[config.mk]
export PLATFORM = sky130hd
export DESIGN_NAME = rmt_cell
export DESIGN_NICKNAME = d
export VERILOG_FILES = /design/src/rtl/rmt_pkg.sv /design/src/rtl/rmt_cell.sv
export SDC_FILE = /design/constraint.sdc
export NUM_CORES = 1
export LEC_CHECK = 0
export BUFFER_PORTS_ARGS = -buffer_cell sky130_fd_sc_hd__buf_2
export CORE_MARGIN = 2
export CORE_UTILIZATION = 42
export CTS_CLUSTER_SIZE = 8
export DETAILED_ROUTE_END_ITERATION = 10
export PLACE_DENSITY = 0.86
export SLEW_MARGIN = 20
export SYNTH_ARGS = -nofsm -noshare
export SYNTH_HDL_FRONTEND = slang
export SYNTH_SLANG_ARGS = --single-unit
[constraint.sdc]
create_clock -name clk_i -period 3.53 [get_ports clk_i]
set_input_delay 0.5295 -clock clk_i [delete_from_list [all_inputs] [get_ports clk_i]]
set_output_delay 0.5295 -clock clk_i [all_outputs]
set_load 0.01 [all_outputs]
[src/rtl/rmt_pkg.sv]
// shared types and constants of the running median tracker
`timescale 1ns / 1ps
`default_nettype none
package rmt_pkg;

  localparam int CAPACITY  = 256;
  localparam int SAMPLE_W  = 24;
  localparam int MEDIAN_W  = SAMPLE_W + 1;
  localparam int ENTRY_W   = 9;
  localparam int CNT_W     = $clog2(CAPACITY + 1);
  localparam int IDX_W     = $clog2(CAPACITY);
  localparam int IN_DATA_W  = ((SAMPLE_W + 7) / 8) * 8;
  localparam int OUT_DATA_W = ((MEDIAN_W + ENTRY_W + 7) / 8) * 8;

  typedef logic signed [SAMPLE_W-1:0] sample_t;
  typedef logic signed [MEDIAN_W-1:0] median_t;
  typedef logic [CNT_W-1:0]           count_t;
  typedef logic [IDX_W-1:0]           idx_t;

  // broadcast to every cell of the chain
  typedef struct packed {
    logic    load;
    sample_t sample;
    count_t  count;
    idx_t    lo;
    idx_t    hi;
  } cell_ctrl_t;

endpackage
`default_nettype wire

[src/rtl/rmt_cell.sv]
// one insertion cell of the sorted chain
`timescale 1ns / 1ps
`default_nettype none
module rmt_cell import rmt_pkg::*; (
  input  logic       clk_i,
  input  cell_ctrl_t ctrl_i,
  input  idx_t       idx_i,
  input  sample_t    prev_val_i,
  input  logic       prev_gt_i,
  output sample_t    val_o,
  output logic       gt_o,
  output sample_t    lo_o,
  output sample_t    hi_o
);

  sample_t val_q, val_d;
  logic    occupied, at_end;

  always_comb begin
    occupied = CNT_W'(idx_i) < ctrl_i.count;
    at_end   = CNT_W'(idx_i) == ctrl_i.count;
    gt_o     = occupied && (val_q > ctrl_i.sample);
    val_d    = val_q;
    // shift up from the neighbour or take the new item
    if (gt_o || at_end) begin
      val_d = prev_gt_i ? prev_val_i : ctrl_i.sample;
    end
  end

  always_ff @(posedge clk_i) begin
    if (ctrl_i.load) begin
      val_q <= val_d;
    end
  end

  assign val_o = val_q;
  assign lo_o  = (idx_i == ctrl_i.lo) ? val_q : '0;
  assign hi_o  = (idx_i == ctrl_i.hi) ? val_q : '0;

endmodule
`default_nettype wire

==> summary.md <==
| Metric | Value |
|---|---|
| Status | finished, final reports clean |
| CTS Sinks | 24 |
| Area Overhead vs Synth | 39.40% |
| Nets | 538 |
| Filler instances | 452 |
| Drt via density | 4.864 |
| Reg2Reg Setup Slack | 0.81 ns |
| Synth Area in Compound Gates | 11.54% |
| CP Capture Type | primary output |
| Power Total | 890.7 µW |
| Cell taking the most area after synthesis | edfxtp_1 |
| Worst vdd ir | 0.1674 mV |
| Die Height | 78.14 µm |
| Reg power frac | 44.4% |
| Post-CTS setup buffer count | 0 |
| Distinct cells, synth | 31 |
| Final core occ | 61.83% |
| CTS buffer count | 3 |
| Clock buffer depth | 2 |
| Crit Path Class | flop to primary output |
| Most common cell after layout, fill and taps aside | buf_2 |
| Iteration count of the initial detailed-routing pass | 4 |
| Post-synthesis simple-gate area fraction | 26.29% |
| CP Data Required Time | 3.00 ns |
| Worst-Margin Slew | 0.6880 ns |
| Syn_nets | 382 |
| Largest net degree at the start of global routing | 48 |
| Synth Area in XOR/XNOR | 6.450% |
| Synth top area cells | edfxtp_1, ha_1, and2_1 |
| Sequential area share after synthesis | 31.22% |
| Multi-input combinational cell area | 0.001434 mm² |
| Hold Crit Class | primary input to flop |
| Arrival time worst endpoint | 2.29 ns |
| R2r startpoint | val_o[23]$_DFFE_PP_ |
| Worst slew margin | 53.96% |
| Initial Util | 44.35% |
| Fin. max-slew vios | 0 |
| PD cells | 276.8 mW/mm² |
| Syn_area_per_cell | 8.678 µm² |
| Mapped cell area | 0.002308 mm² |
| Period utilisation layout | 80.01% |
| Multiplexer area fraction after synthesis | 0.4878% |
| Initial antenna violation count | 0 |
| Worst-path fanout max | 4 |
| Die Footprint | 0.006105 mm² |
| Final setup vio count | 0 |
| TNS Setup | 0 ns |
| Max-cap check violation count | 0 |
| Synthesis-stage register bit count | 24 |
| Root buffer cell | clkbuf_8 |
| Internal power | 591.4 µW |
| H-Tree Depth | 1 |
| GRT Overall Usage | 22.07% |
| Dpl hpwl | 5.618 mm |
| Final Hold Vio Count | 0 |
| Cts repair resizes | 0 |
| Startpoint type of the worst setup path | flop |
| Combinational family with the most area after synthesis | simple AND/OR/NAND/NOR gates |
| Weighted congestion at the end of routability-driven global placement | 0.7938 |
| DP Worst Slack | 0.5953 ns |
| Max reg flops | 24 |
| DRT iter0 DRCs | 63 |
| Ports | 157 |
| Total gr overflow | 0 |
| Diode count | 0 |
| CP Capture Point | gt_o |
| Top-area cell type share of the netlist area | 31.22% |
| Layout cell share with drive strength beyond 1 | 40.14% |
| Antenna Nets Post-Route | 0 |
| IO buf count | 156 |
| Critical path launch point | val_o[23]$_DFFE_PP_ |
| Sw Share | 33.60% |
| CTS tree | built |
| Cell area after layout | 0.003218 mm² |
| Reg2Reg Depth | 8 |
| Vias in the first global route | 2405 |
| DP Area | 0.003173 mm² |
| Max Freq | 354.1 MHz |
| Clock power frac | 18.9% |
| Min cycle time layout | 2.824 ns |
| Most frequent cells in the layout | buf_2, and2_1, inv_1, ha_1, nand2_1 |
| P_leak | 1.772 nW |
| Global-route wire length before repair | 10.82 mm |
| Row count | 26 |
| RSZ-0062 raised after global routing | no |
| Clk slew on worst S/H paths | 0.09 ns |
| Wirelength per Cell | 13.39 µm |
| Synth Instances | 266 |
| Final worst slack | 0.7056 ns |
| Synthesized-area fraction occupied by adder cells | 17.34% |
| Core area | 0.005205 mm² |
| Vias | 2388 |
| # hold bufs at CTS | 0 |
| Final wirelength | 6.576 mm |
| Clk_lat worst skew | 0.27 ns |
| Clock Skews | 0.004777 ns |
| Synth warn | 0 |
| Worst reg2reg path endpoint | val_o[18]$_DFFE_PP_ |
| DIE WIDTH | 78.14 µm |
| Register area | 720.7 µm² |
| Combinational power share | 36.7% |
| Net Switching | 299.3 µW |
| Residual DRC | 0 |
## critical path, cell delays in order (launching register included)
cell and delay (ns):
edfxtp_1 0.44, ha_1 0.37, nand4_2 0.19, nor4_4 0.36
o2111ai_1 0.15, nand4_1 0.10, xnor2_1 0.14, and2_1 0.14
buf_2 0.14
## final cells by class
type                       instances  area share (%)
timing repair buffer             160           25.19
inverter                          32           3.732
clock inverter                     1          0.1166
tap                               70           2.722
sequential                        24           22.39
clock buffer                       3           1.283
multi-input combinational        201           44.56
## cells by family (layout without fill, tap and decap cells)
| kind of cell | count (synthesis) | count (layout) |
|---|---|---|
| buffers and inverters | 41 | 196 |
| xor gates and xnor gates | 17 | 17 |
| AOI/OAI and AO/OA | 46 | 46 |
| DFF | 24 | 24 |
| and+or+nand+nor | 105 | 105 |
| adders and majority gates | 32 | 32 |
| muxes | 1 | 1 |
## metal layers
metal | global-route usage [%] | vias to the layer above | part of all wire [%]
met1 | 24.91 | 1046 | 40
met4 | 5.965 | 0 | 1.9
met3 | 3.333 | 16 | 6.1
li1 | - | 1222 | -
met2 | 42.76 | 104 | 52
met5 | 0 | - | 0
## worst min path at each step
stage              startpoint             endpoint  cells past startpoint
2_1_floorplan  prev_val_i[22]  val_o[22]$_DFFE_PP_                      2
3_3_place_gp    prev_val_i[7]   val_o[7]$_DFFE_PP_                      3
3_5_place_dp   prev_val_i[22]  val_o[22]$_DFFE_PP_                      3
4_1_cts        prev_val_i[22]  val_o[22]$_DFFE_PP_                      3
5_1_grt        prev_val_i[17]  val_o[17]$_DFFE_PP_                      3
6_report       prev_val_i[17]  val_o[17]$_DFFE_PP_                      3
## stage by stage
step,hold slack [ns],instances
3_5_place_dp,0.8156,487
4_1_cts,0.5357,491
3_3_place_gp,0.8094,487
2_1_floorplan,0.7166,266
5_1_grt,0.5528,491
6_report,0.5341,491
## synth_stat cells
master     instances
a211oi_1           1
a21o_1             2
a21oi_1            9
a221o_1            1
a221oi_1           1
a22oi_1            1
a31o_1             1
and2_0             1
and2_1            48
clkbuf_1           9
edfxtp_1          24
ha_1              32
inv_1             32
mux2_2             1
nand2_1           28
nand2b_2           1
nand3_1            2
nand3b_1           1
nand4_1            8
nand4_2            3
nand4b_1           1
nor2_1             5
nor2b_1            1
nor3_1             4
nor4_1             1
nor4_4             1
o2111ai_1          1
o211a_1            1
o21ai_0           27
o32a_1             1
xnor2_1           17
## power groups by stage
stage | Combinational [mW] | Sequential [mW] | Clock, mW
4_1_cts | 0.329 | 0.396 | 0.168
3_3_place_gp | 0.314 | 0.400 | 0
6_report | 0.327 | 0.395 | 0.169
3_5_place_dp | 0.326 | 0.402 | 0
2_1_floorplan | 0.170 | 0.412 | 0
5_1_grt | 0.370 | 0.404 | 0.178
No activity file was read; power rests on OpenSTA's default activity.
